$ cat src/sv/wavhp_pkg.sv
`timescale 1ns / 1ps
`default_nettype none

package wavhp_pkg;

    // Item kinds on the input channel.
    localparam logic [1:0] KIND_BYTE    = 2'd0;
    localparam logic [1:0] KIND_EOF     = 2'd1;
    localparam logic [1:0] KIND_RESTART = 2'd2;

    // Result status codes.
    localparam logic [3:0] ST_OK        = 4'd0;
    localparam logic [3:0] ST_RIFF      = 4'd1;
    localparam logic [3:0] ST_WAVE      = 4'd2;
    localparam logic [3:0] ST_FMT_TAG   = 4'd3;
    localparam logic [3:0] ST_FMT_SHORT = 4'd4;
    localparam logic [3:0] ST_NOT_PCM   = 4'd5;
    localparam logic [3:0] ST_BITS      = 4'd6;
    localparam logic [3:0] ST_CHANNELS  = 4'd7;
    localparam logic [3:0] ST_ALIGN     = 4'd8;
    localparam logic [3:0] ST_RATE      = 4'd9;
    localparam logic [3:0] ST_TRUNCATED = 4'd10;

    // Chunk tags as little-endian words.
    localparam logic [31:0] TAG_RIFF = 32'h4646_4952;
    localparam logic [31:0] TAG_WAVE = 32'h4556_4157;
    localparam logic [31:0] TAG_FMT  = 32'h2074_6D66;
    localparam logic [31:0] TAG_DATA = 32'h6174_6164;

    localparam logic [31:0] FMT_MIN_LEN = 32'd16;
    localparam logic [15:0] FMT_PCM     = 16'd1;

    typedef enum logic [3:0] {
        PH_RIFF,
        PH_RSIZE,
        PH_WAVE,
        PH_FMT,
        PH_FSIZE,
        PH_CODE,
        PH_CHAN,
        PH_RATE,
        PH_BRATE,
        PH_ALIGN,
        PH_BITS,
        PH_SKIP,
        PH_CTAG,
        PH_CSIZE,
        PH_DONE
    } t_phase;

    // Outcome of the fmt field checks, evaluated on the last byte of bits per sample.
    typedef struct packed {
        logic bits_bad;
        logic chan_bad;
        logic align_bad;
        logic rate_bad;
    } t_fmt_chk;

    // Number of bytes in the field gathered during a phase.
    function automatic logic [2:0] field_len(input t_phase ph);
        logic [2:0] len;
        unique case (ph)
            PH_CODE, PH_CHAN, PH_ALIGN, PH_BITS: len = 3'd2;
            PH_SKIP, PH_DONE:                    len = 3'd1;
            default:                             len = 3'd4;
        endcase
        return len;
    endfunction

    // Bytes per sample: bits over eight, except that 24-bit samples take four bytes.
    function automatic logic [2:0] bytes_for(input logic [5:0] bits);
        return (bits == 6'd24) ? 3'd4 : bits[5:3];
    endfunction

endpackage

`default_nettype wire

$ cat src/sv/wav_header_parser_core.sv
// A beat goes from the input register to the parse step, and its result,
// if any, is registered and offered on the output until it is taken.
// Throughput: one input beat per cycle, set by the input register and the
// single-pass parse step, while the result register is free or drained;
// the rate-times-channels product is registered ahead. Reset: synchronous,
// active low; returns the parser to the RIFF tag and empties both registers.
`timescale 1ns / 1ps
`default_nettype none

module wav_header_parser_core
    import wavhp_pkg::*;
(
    input  wire logic        i_clk,
    input  wire logic        i_rst_n,
    input  wire logic        i_in_valid,
    output logic             o_in_ready,
    input  wire logic [1:0]  i_kind,
    input  wire logic [7:0]  i_byte_value,
    output logic             o_out_valid,
    input  wire logic        i_out_ready,
    output logic [3:0]       o_status,
    output logic [15:0]      o_channels,
    output logic [31:0]      o_sample_rate,
    output logic [5:0]       o_bits_per_sample,
    output logic [2:0]       o_bytes_per_sample,
    output logic             o_signed_samples,
    output logic [31:0]      o_data_size
);

    logic       w_valid;
    logic       w_take;
    logic [1:0] w_kind;
    logic [7:0] w_byte;

    // The input register decouples the upstream beat from the parse step.
    // It refills in the same cycle its beat is consumed.
    wavhp_in_reg u_in_reg (
        .i_clk        (i_clk),
        .i_rst_n      (i_rst_n),
        .i_in_valid   (i_in_valid),
        .o_in_ready   (o_in_ready),
        .i_kind       (i_kind),
        .i_byte_value (i_byte_value),
        .o_valid      (w_valid),
        .i_take       (w_take),
        .o_kind       (w_kind),
        .o_byte_value (w_byte)
    );

    // The parser consumes one beat per cycle whenever the result register is
    // free or is being drained. Until a result, byte beats update the phase,
    // the field accumulator or the skip counter; a finished header or an error
    // loads the result register, which holds it until downstream takes it.
    wavhp_parser u_parser (
        .i_clk              (i_clk),
        .i_rst_n            (i_rst_n),
        .i_valid            (w_valid),
        .o_take             (w_take),
        .i_kind             (w_kind),
        .i_byte_value       (w_byte),
        .o_out_valid        (o_out_valid),
        .i_out_ready        (i_out_ready),
        .o_status           (o_status),
        .o_channels         (o_channels),
        .o_sample_rate      (o_sample_rate),
        .o_bits_per_sample  (o_bits_per_sample),
        .o_bytes_per_sample (o_bytes_per_sample),
        .o_signed_samples   (o_signed_samples),
        .o_data_size        (o_data_size)
    );

endmodule

`default_nettype wire

$ cat src/sv/wavhp_in_reg.sv
`timescale 1ns / 1ps
`default_nettype none

module wavhp_in_reg
    import wavhp_pkg::*;
(
    input  wire logic       i_clk,
    input  wire logic       i_rst_n,
    input  wire logic       i_in_valid,
    output logic            o_in_ready,
    input  wire logic [1:0] i_kind,
    input  wire logic [7:0] i_byte_value,
    output logic            o_valid,
    input  wire logic       i_take,
    output logic [1:0]      o_kind,
    output logic [7:0]      o_byte_value
);

    logic       r_valid;
    logic       n_valid;
    logic [1:0] r_kind;
    logic [7:0] r_byte;
    logic       c_load;

    // The register can load when it is empty or its beat leaves this cycle.
    assign o_in_ready = i_rst_n && (!r_valid || i_take);
    assign c_load     = i_in_valid && o_in_ready;

    always_comb begin
        n_valid = r_valid;
        if (c_load) begin
            n_valid = 1'b1;
        end else if (i_take) begin
            n_valid = 1'b0;
        end
    end

    always_ff @(posedge i_clk) begin
        if (!i_rst_n) begin
            r_valid <= 1'b0;
        end else begin
            r_valid <= n_valid;
        end
    end

    always_ff @(posedge i_clk) begin
        if (c_load) begin
            r_kind <= i_kind;
            r_byte <= i_byte_value;
        end
    end

    assign o_valid      = r_valid;
    assign o_kind       = r_kind;
    assign o_byte_value = r_byte;

endmodule

`default_nettype wire

$ cat src/sv/wavhp_fmt_check.sv
`timescale 1ns / 1ps
`default_nettype none

module wavhp_fmt_check
    import wavhp_pkg::*;
(
    input  wire logic        i_clk,
    input  wire logic [15:0] i_channels,
    input  wire logic [31:0] i_rate,
    input  wire logic [31:0] i_byte_rate,
    input  wire logic [15:0] i_align,
    input  wire logic [15:0] i_bits,
    output t_fmt_chk         o_chk
);

    // Rate times channels, refreshed every cycle. Both factors settle at
    // least eight bytes before bits per sample completes.
    logic [47:0] r_rate_chan;
    logic [1:0]  c_shift;
    logic [17:0] c_align_exp;
    logic [49:0] c_brate_exp;

    always_ff @(posedge i_clk) begin
        r_rate_chan <= i_rate * i_channels;
    end

    // Multiplying by one, two or four bytes is a shift.
    always_comb begin
        unique case (i_bits[5:3])
            3'd1:    c_shift = 2'd0;
            3'd2:    c_shift = 2'd1;
            default: c_shift = 2'd2;
        endcase
    end

    assign c_align_exp = {2'b00, i_channels} << c_shift;
    assign c_brate_exp = {2'b00, r_rate_chan} << c_shift;

    always_comb begin
        o_chk.bits_bad  = (i_bits < 16'd8) || (i_bits > 16'd32) || (i_bits[2:0] != 3'd0);
        o_chk.chan_bad  = (i_channels == 16'd0);
        o_chk.align_bad = ({2'b00, i_align} != c_align_exp);
        o_chk.rate_bad  = ({18'd0, i_byte_rate} != c_brate_exp);
    end

endmodule

`default_nettype wire

$ cat src/sv/wavhp_parser.sv
`timescale 1ns / 1ps
`default_nettype none

module wavhp_parser
    import wavhp_pkg::*;
(
    input  wire logic        i_clk,
    input  wire logic        i_rst_n,
    input  wire logic        i_valid,
    output logic             o_take,
    input  wire logic [1:0]  i_kind,
    input  wire logic [7:0]  i_byte_value,
    output logic             o_out_valid,
    input  wire logic        i_out_ready,
    output logic [3:0]       o_status,
    output logic [15:0]      o_channels,
    output logic [31:0]      o_sample_rate,
    output logic [5:0]       o_bits_per_sample,
    output logic [2:0]       o_bytes_per_sample,
    output logic             o_signed_samples,
    output logic [31:0]      o_data_size
);

    t_phase      r_phase;
    t_phase      n_phase;
    logic [1:0]  r_cnt;
    logic [1:0]  n_cnt;
    logic [31:0] r_shift;
    logic [31:0] n_shift;
    logic [32:0] r_skip;
    logic [32:0] n_skip;
    logic [31:0] r_fmt_len;
    logic [15:0] r_chan;
    logic [31:0] r_rate;
    logic [31:0] r_brate;
    logic [15:0] r_align;
    logic [5:0]  r_bits;
    logic        r_is_data;

    logic        r_out_valid;
    logic        n_out_valid;
    logic [3:0]  r_status;
    logic [15:0] r_o_chan;
    logic [31:0] r_o_rate;
    logic [5:0]  r_o_bits;
    logic [2:0]  r_o_bps;
    logic        r_o_signed;
    logic [31:0] r_o_size;

    logic        c_restart;
    logic        c_eof;
    logic        c_byte;
    logic        c_field;
    logic [2:0]  c_cnt_nx;
    logic [31:0] c_v;
    logic        c_done;
    logic [32:0] c_fmt_skip;
    logic [32:0] c_chunk_skip;
    t_fmt_chk    c_chk;
    logic        c_res;
    logic        c_res_ok;
    logic [3:0]  c_res_status;

    assign o_take = i_valid && (!r_out_valid || i_out_ready);

    assign c_restart = o_take && (i_kind == KIND_RESTART);
    assign c_eof     = o_take && (i_kind == KIND_EOF) && (r_phase != PH_DONE);
    assign c_byte    = o_take && (i_kind == KIND_BYTE) && (r_phase != PH_DONE);
    assign c_field   = c_byte && (r_phase != PH_SKIP);

    assign c_cnt_nx = {1'b0, r_cnt} + 3'd1;
    assign c_v      = r_shift | ({24'd0, i_byte_value} << {r_cnt, 3'b000});
    assign c_done   = c_cnt_nx >= field_len(r_phase);

    assign c_fmt_skip   = (({1'b0, r_fmt_len} + 33'd1) & ~33'd1) - {1'b0, FMT_MIN_LEN};
    assign c_chunk_skip = ({1'b0, c_v} + 33'd1) & ~33'd1;

    wavhp_fmt_check u_fmt_check (
        .i_clk       (i_clk),
        .i_channels  (r_chan),
        .i_rate      (r_rate),
        .i_byte_rate (r_brate),
        .i_align     (r_align),
        .i_bits      (c_v[15:0]),
        .o_chk       (c_chk)
    );

    // Result decision for the current beat.
    always_comb begin
        c_res        = 1'b0;
        c_res_ok     = 1'b0;
        c_res_status = ST_OK;
        if (c_eof) begin
            c_res        = 1'b1;
            c_res_status = ST_TRUNCATED;
        end else if (c_field && c_done) begin
            unique case (r_phase)
                PH_RIFF: begin
                    c_res        = (c_v != TAG_RIFF);
                    c_res_status = ST_RIFF;
                end
                PH_WAVE: begin
                    c_res        = (c_v != TAG_WAVE);
                    c_res_status = ST_WAVE;
                end
                PH_FMT: begin
                    c_res        = (c_v != TAG_FMT);
                    c_res_status = ST_FMT_TAG;
                end
                PH_FSIZE: begin
                    c_res        = (c_v < FMT_MIN_LEN);
                    c_res_status = ST_FMT_SHORT;
                end
                PH_CODE: begin
                    c_res        = (c_v[15:0] != FMT_PCM);
                    c_res_status = ST_NOT_PCM;
                end
                PH_BITS: begin
                    c_res = c_chk.bits_bad || c_chk.chan_bad
                         || c_chk.align_bad || c_chk.rate_bad;
                    priority if (c_chk.bits_bad) begin
                        c_res_status = ST_BITS;
                    end else if (c_chk.chan_bad) begin
                        c_res_status = ST_CHANNELS;
                    end else if (c_chk.align_bad) begin
                        c_res_status = ST_ALIGN;
                    end else begin
                        c_res_status = ST_RATE;
                    end
                end
                PH_CSIZE: begin
                    c_res    = r_is_data;
                    c_res_ok = r_is_data;
                end
                default: begin
                    c_res = 1'b0;
                end
            endcase
        end
    end

    // Next phase.
    always_comb begin
        n_phase = r_phase;
        if (c_restart) begin
            n_phase = PH_RIFF;
        end else if (c_eof || c_res) begin
            n_phase = PH_DONE;
        end else if (c_byte && (r_phase == PH_SKIP)) begin
            if (r_skip == 33'd1) begin
                n_phase = PH_CTAG;
            end
        end else if (c_field && c_done) begin
            unique case (r_phase)
                PH_RIFF:  n_phase = PH_RSIZE;
                PH_RSIZE: n_phase = PH_WAVE;
                PH_WAVE:  n_phase = PH_FMT;
                PH_FMT:   n_phase = PH_FSIZE;
                PH_FSIZE: n_phase = PH_CODE;
                PH_CODE:  n_phase = PH_CHAN;
                PH_CHAN:  n_phase = PH_RATE;
                PH_RATE:  n_phase = PH_BRATE;
                PH_BRATE: n_phase = PH_ALIGN;
                PH_ALIGN: n_phase = PH_BITS;
                PH_BITS:  n_phase = (c_fmt_skip == 33'd0) ? PH_CTAG : PH_SKIP;
                PH_CTAG:  n_phase = PH_CSIZE;
                PH_CSIZE: n_phase = (c_chunk_skip == 33'd0) ? PH_CTAG : PH_SKIP;
                default:  n_phase = PH_DONE;
            endcase
        end
    end

    // Field gathering and skip count.
    always_comb begin
        n_cnt   = r_cnt;
        n_shift = r_shift;
        n_skip  = r_skip;
        if (c_restart) begin
            n_cnt   = 2'd0;
            n_shift = 32'd0;
            n_skip  = 33'd0;
        end else if (c_byte && (r_phase == PH_SKIP)) begin
            n_skip = r_skip - 33'd1;
        end else if (c_field) begin
            if (c_done) begin
                n_cnt   = 2'd0;
                n_shift = 32'd0;
                if (r_phase == PH_BITS) begin
                    n_skip = c_fmt_skip;
                end else if (r_phase == PH_CSIZE) begin
                    n_skip = c_chunk_skip;
                end
            end else begin
                n_cnt   = c_cnt_nx[1:0];
                n_shift = c_v;
            end
        end
    end

    always_comb begin
        n_out_valid = r_out_valid;
        if (o_take && c_res) begin
            n_out_valid = 1'b1;
        end else if (i_out_ready) begin
            n_out_valid = 1'b0;
        end
    end

    always_ff @(posedge i_clk) begin
        if (!i_rst_n) begin
            r_phase     <= PH_RIFF;
            r_cnt       <= 2'd0;
            r_shift     <= 32'd0;
            r_skip      <= 33'd0;
            r_out_valid <= 1'b0;
        end else begin
            r_phase     <= n_phase;
            r_cnt       <= n_cnt;
            r_shift     <= n_shift;
            r_skip      <= n_skip;
            r_out_valid <= n_out_valid;
        end
    end

    // Held fmt fields.
    always_ff @(posedge i_clk) begin
        if (!i_rst_n || c_restart) begin
            r_fmt_len <= 32'd0;
            r_chan    <= 16'd0;
            r_rate    <= 32'd0;
            r_brate   <= 32'd0;
            r_align   <= 16'd0;
            r_bits    <= 6'd0;
            r_is_data <= 1'b0;
        end else if (c_field && c_done) begin
            unique case (r_phase)
                PH_FSIZE: r_fmt_len <= c_v;
                PH_CHAN:  r_chan    <= c_v[15:0];
                PH_RATE:  r_rate    <= c_v;
                PH_BRATE: r_brate   <= c_v;
                PH_ALIGN: r_align   <= c_v[15:0];
                PH_BITS:  r_bits    <= c_v[5:0];
                PH_CTAG:  r_is_data <= (c_v == TAG_DATA);
                default:  r_is_data <= r_is_data;
            endcase
        end
    end

    always_ff @(posedge i_clk) begin
        if (o_take && c_res) begin
            r_status <= c_res_status;
            if (c_res_ok) begin
                r_o_chan   <= r_chan;
                r_o_rate   <= r_rate;
                r_o_bits   <= r_bits;
                r_o_bps    <= bytes_for(r_bits);
                r_o_signed <= (r_bits > 6'd8);
                r_o_size   <= c_v;
            end else begin
                r_o_chan   <= 16'd0;
                r_o_rate   <= 32'd0;
                r_o_bits   <= 6'd0;
                r_o_bps    <= 3'd0;
                r_o_signed <= 1'b0;
                r_o_size   <= 32'd0;
            end
        end
    end

    assign o_out_valid        = r_out_valid;
    assign o_status           = r_status;
    assign o_channels         = r_o_chan;
    assign o_sample_rate      = r_o_rate;
    assign o_bits_per_sample  = r_o_bits;
    assign o_bytes_per_sample = r_o_bps;
    assign o_signed_samples   = r_o_signed;
    assign o_data_size        = r_o_size;

endmodule

`default_nettype wire

$ cat config.mk
export PLATFORM = sky130hd
export DESIGN_NAME = wav_header_parser_core
export DESIGN_NICKNAME = d
export VERILOG_FILES = /design/src/sv/wavhp_pkg.sv /design/src/sv/wav_header_parser_core.sv /design/src/sv/wavhp_in_reg.sv /design/src/sv/wavhp_fmt_check.sv /design/src/sv/wavhp_parser.sv
export SDC_FILE = /design/constraint.sdc
export NUM_CORES = 2
export LEC_CHECK = 0
export BUFFER_PORTS_ARGS = -buffer_cell sky130_fd_sc_hd__clkbuf_2
export CELL_PAD_IN_SITES_DETAIL_PLACEMENT = 1
export CELL_PAD_IN_SITES_GLOBAL_PLACEMENT = 2
export CORE_ASPECT_RATIO = 1.1
export CORE_MARGIN = 2
export CORE_UTILIZATION = 40
export CTS_CLUSTER_SIZE = 25
export DETAILED_ROUTE_END_ITERATION = 7
export GPL_ROUTABILITY_DRIVEN = 0
export PLACE_DENSITY_LB_ADDON = 0.1
export SETUP_SLACK_MARGIN = 0.15
export SLEW_MARGIN = 20
export SYNTH_ARGS = -nofsm -noshare
export SYNTH_HDL_FRONTEND = slang
export SYNTH_SLANG_ARGS = --single-unit
$ cat constraint.sdc
create_clock -name i_clk -period 7.15 [get_ports i_clk]
set_input_delay 1.0725 -clock i_clk [delete_from_list [all_inputs] [get_ports i_clk]]
set_output_delay 1.0725 -clock i_clk [all_outputs]
set_load 0.01 [all_outputs]
==> out/results.txt <==
Status: finished clean
Register area: 0.00828 mm2
First-pass GRT wire length: 194 mm
Req. time, crit path: 7640 ps
Most common cell after layout, fill and taps aside: inv_1
Unique cell type count in the Yosys netlist: 97
Largest net degree at the start of global routing: 124
Longest Clk Path Bufs: 3
Most numerous cell on the critical path: fa_1
CP max-delay cell: fa_1
Worst R2R End: u_parser.u_fmt_check.r_rate_chan[40]$_DFF_P_
Worst r2r path cells: 26
H-Tree Depth: 2
Hold depth: 2
Starting DRC count in detailed routing: 2,052
Via count: 29,800
Post-layout util: 0.454
Filler instances: 10,200
PD cells: 125 mW/mm2
Final ANT Viol Nets: 0
Initial antenna violation count: 8
Synth Instances: 4,038
Clock Latency Late Sink: 630 ps
Crit path largest cell delay: 570 ps
Register bit total from synthesis: 360
Mapped Nets: 4,601
Share of layout cells above drive strength 1: 0.111
Maximum VDD drop: 0.144 mV
Flop2flop setup slack: 380 ps
Post-synth EDFFs: 104
RSZ-0062 raised after global routing: true
Die Y: 313 um
Synth Warn #: 0
# setup viols final: 0
Setup Crit Path Kind: flop to flop
PortBufs: 109
Register area share after synthesis: 0.237
Starting Density: 0.404
# DRC: 0
Max Fclk: 0.148 GHz
Chip Width: 285 um
Critical Path Source Type: flop
CTS Sinks: 360
Clock-pin slew on the worst setup and hold paths: 70 ps
Core area: 0.0862 mm2
Most frequent cells in the layout: 483 x inv_1, 442 x nand2_1, 418 x fa_1, 359 x nor2_1, 285 x and2_1
CTS tree: yes
Hold slack final: 472 ps
Placed wire-length estimate: 95.5 mm
Critical Path Fanout Max: 29
Ys flop type: dfxtp_1
Area of the multi-input gates: 0.0238 mm2
Post-route insts no fill: 5,284
Hold crit path type: flop to flop
Data arrival time of the critical path: 7270 ps
Placed Instance Area: 0.0372 mm2
Finished Cell Area: 0.0392 mm2
LEAKAGE: 0.0168 uW
Hold Path End: u_parser.r_shift[22]$_SDFFE_PP0P_
Measured slew at the worst slew-check pin: 1100 ps
Grt total ovfl: 0
Vias in the first global route: 31,200
Crit. End Element: flop
Area Overhead vs Synth: 12.5%
Clock skew: 42.9 ps
Post-synth ARST share: 0
Synth Area per Inst: 8.62 um2
Wire per inst: 24.0 um
WL final: 127 mm
Hold path start: u_parser.r_shift[22]$_SDFFE_PP0P_
Vias per inst: 5.63
Total power: 4890 uW
Nets@finish: 4,659
Slew headroom: 0.266
Synth Cell Area: 0.0348 mm2
Final min period: 6770 ps
Clock root cell: clkbuf_16
Final count of pins violating max slew: 0
Pre-antenna DRT Iters: 5
MaxCap Viol Count: 0
CTS buffer count: 45
Total GRT Usage: 0.283
Final hold vios: 0
Period utilization: 0.947
Cells after DPL: 5,189
Die area: 0.0894 mm2
Top Ports: 110
Reg-to-reg critical path startpoint: u_parser.r_chan[2]$_SDFFE_PP0P_
Hold buffers post-CTS: 0
Rows: 113
[worst max-delay path by stage]
stage                                           from                                      endpoint  slack, ps  cells after the start
finish               u_parser.r_chan[2]$_SDFFE_PP0P_  u_parser.u_fmt_check.r_rate_chan[40]$_DFF_P_        380                     26
global route         u_parser.r_chan[6]$_SDFFE_PP0P_  u_parser.u_fmt_check.r_rate_chan[40]$_DFF_P_         60                     26
CTS                  u_parser.r_rate[6]$_SDFFE_PP0P_  u_parser.u_fmt_check.r_rate_chan[40]$_DFF_P_        160                     24
detailed placement  u_parser.r_rate[12]$_SDFFE_PP0P_  u_parser.u_fmt_check.r_rate_chan[47]$_DFF_P_       -160                     23
global placement    u_parser.r_rate[12]$_SDFFE_PP0P_  u_parser.u_fmt_check.r_rate_chan[47]$_DFF_P_        -50                     23
floorplan            u_parser.r_chan[7]$_SDFFE_PP0P_  u_parser.u_fmt_check.r_rate_chan[45]$_DFF_P_        540                     24
[metal layers]
metal  GRT usage  up-vias  wire length [um]
li1            -    13500                 -
met1       0.401    15200             58100
met2       0.447      786             57400
met3      0.0430      204              7100
met4      0.0829        6              4260
met5           0        -                40
[critical path, delay by kind of cell (launching register included)]
| kind | cells | cell delay (ps) |
|---|---|---|
| AND/OR/NAND/NOR | 3 | 520 |
| buffers and inverters | 7 | 850 |
| flip-flops | 1 | 390 |
| XOR/XNOR | 1 | 140 |
| adder cells (fa/ha/maj) | 7 | 3330 |
| AO/OA/AOI/OAI | 8 | 1370 |
[state kept, by name, indices dropped and copies added, names as in the netlist, 6 cells and up]
signal                            flops
u_parser.o_channels                  16
u_parser.u_fmt_check.r_rate_chan     48
u_in_reg.o_byte_value                 8
u_parser.r_chan                      16
u_parser.r_bits                       6
u_parser.r_fmt_len                   32
u_parser.o_sample_rate               32
u_parser.r_rate                      32
u_parser.o_data_size                 32
u_parser.o_bits_per_sample            6
u_parser.r_shift                     32
u_parser.r_brate                     32
u_parser.r_skip                      33
u_parser.r_align                     16
[layout make-up]
type	instances	share of cell area
inverter	484	0.0465
clock buffer	58	0.0318
multi-input combinational	2917	0.608
sequential	360	0.211
clock inverter	25	0.00984
timing repair buffer	288	0.0554
tap	1150	0.0367
antenna	2	0.000128
[where the power goes]
group,internal [uW],switching (uW)
Combinational,68.3,179
Sequential,2100,11.5
Clock,1530,1010
[per-stage QoR]
| step | setup TNS, ps | worst slack (ps) |
|---|---|---|
| floorplan | 0 | 542 |
| global placement | -45.9 | -45.9 |
| detailed placement | -161 | -161 |
| CTS | 0 | 161 |
| global route | 0 | 57.5 |
| finish | 0 | 378 |
[Yosys cell counts, types with 16 or more instances]
cell	number	area, um2
a211oi_1	153	1150
a21o_1	31	233
a21oi_1	134	671
a221oi_1	17	149
a31oi_1	49	307
and2_1	285	1780
and3_1	30	188
buf_1	16	60.1
buf_2	31	155
clkbuf_1	224	841
dfxtp_1	256	5120
edfxtp_1	104	3120
fa_1	418	8370
ha_1	131	1640
inv_1	483	1810
nand2_1	443	1660
nand2b_1	17	106
nand3_1	74	370
nand4_1	35	219
nor2_1	362	1360
nor2b_1	18	113
nor3_1	87	435
nor4_1	61	382
o21a_1	16	120
o21ai_0	97	485
o21bai_1	16	120
o22ai_1	19	119
o31ai_1	16	120
or3_1	20	125
or4_1	26	195
xnor2_1	91	797
xor2_1	54	473
[cell families (layout without fill, tap and decap cells)]
kind of cell,after synthesis,after routing,share of synthesized area
mux,10,10,0.00291
xor+xnor,145,145,0.0365
flops,360,360,0.237
buf+inv,761,855,0.0841
other cells,0,2,0
compound gates,674,674,0.132
simple gates,1539,1539,0.220
fa+ha+maj,549,549,0.287
[repair_timing]
item,in CTS,in global routing
buffers inserted,0,7
pin swaps,0,5
setup endpoints to repair,6,14
gates cloned,0,3
resized for setup,6,39
Power figures use the tool's default switching activity.
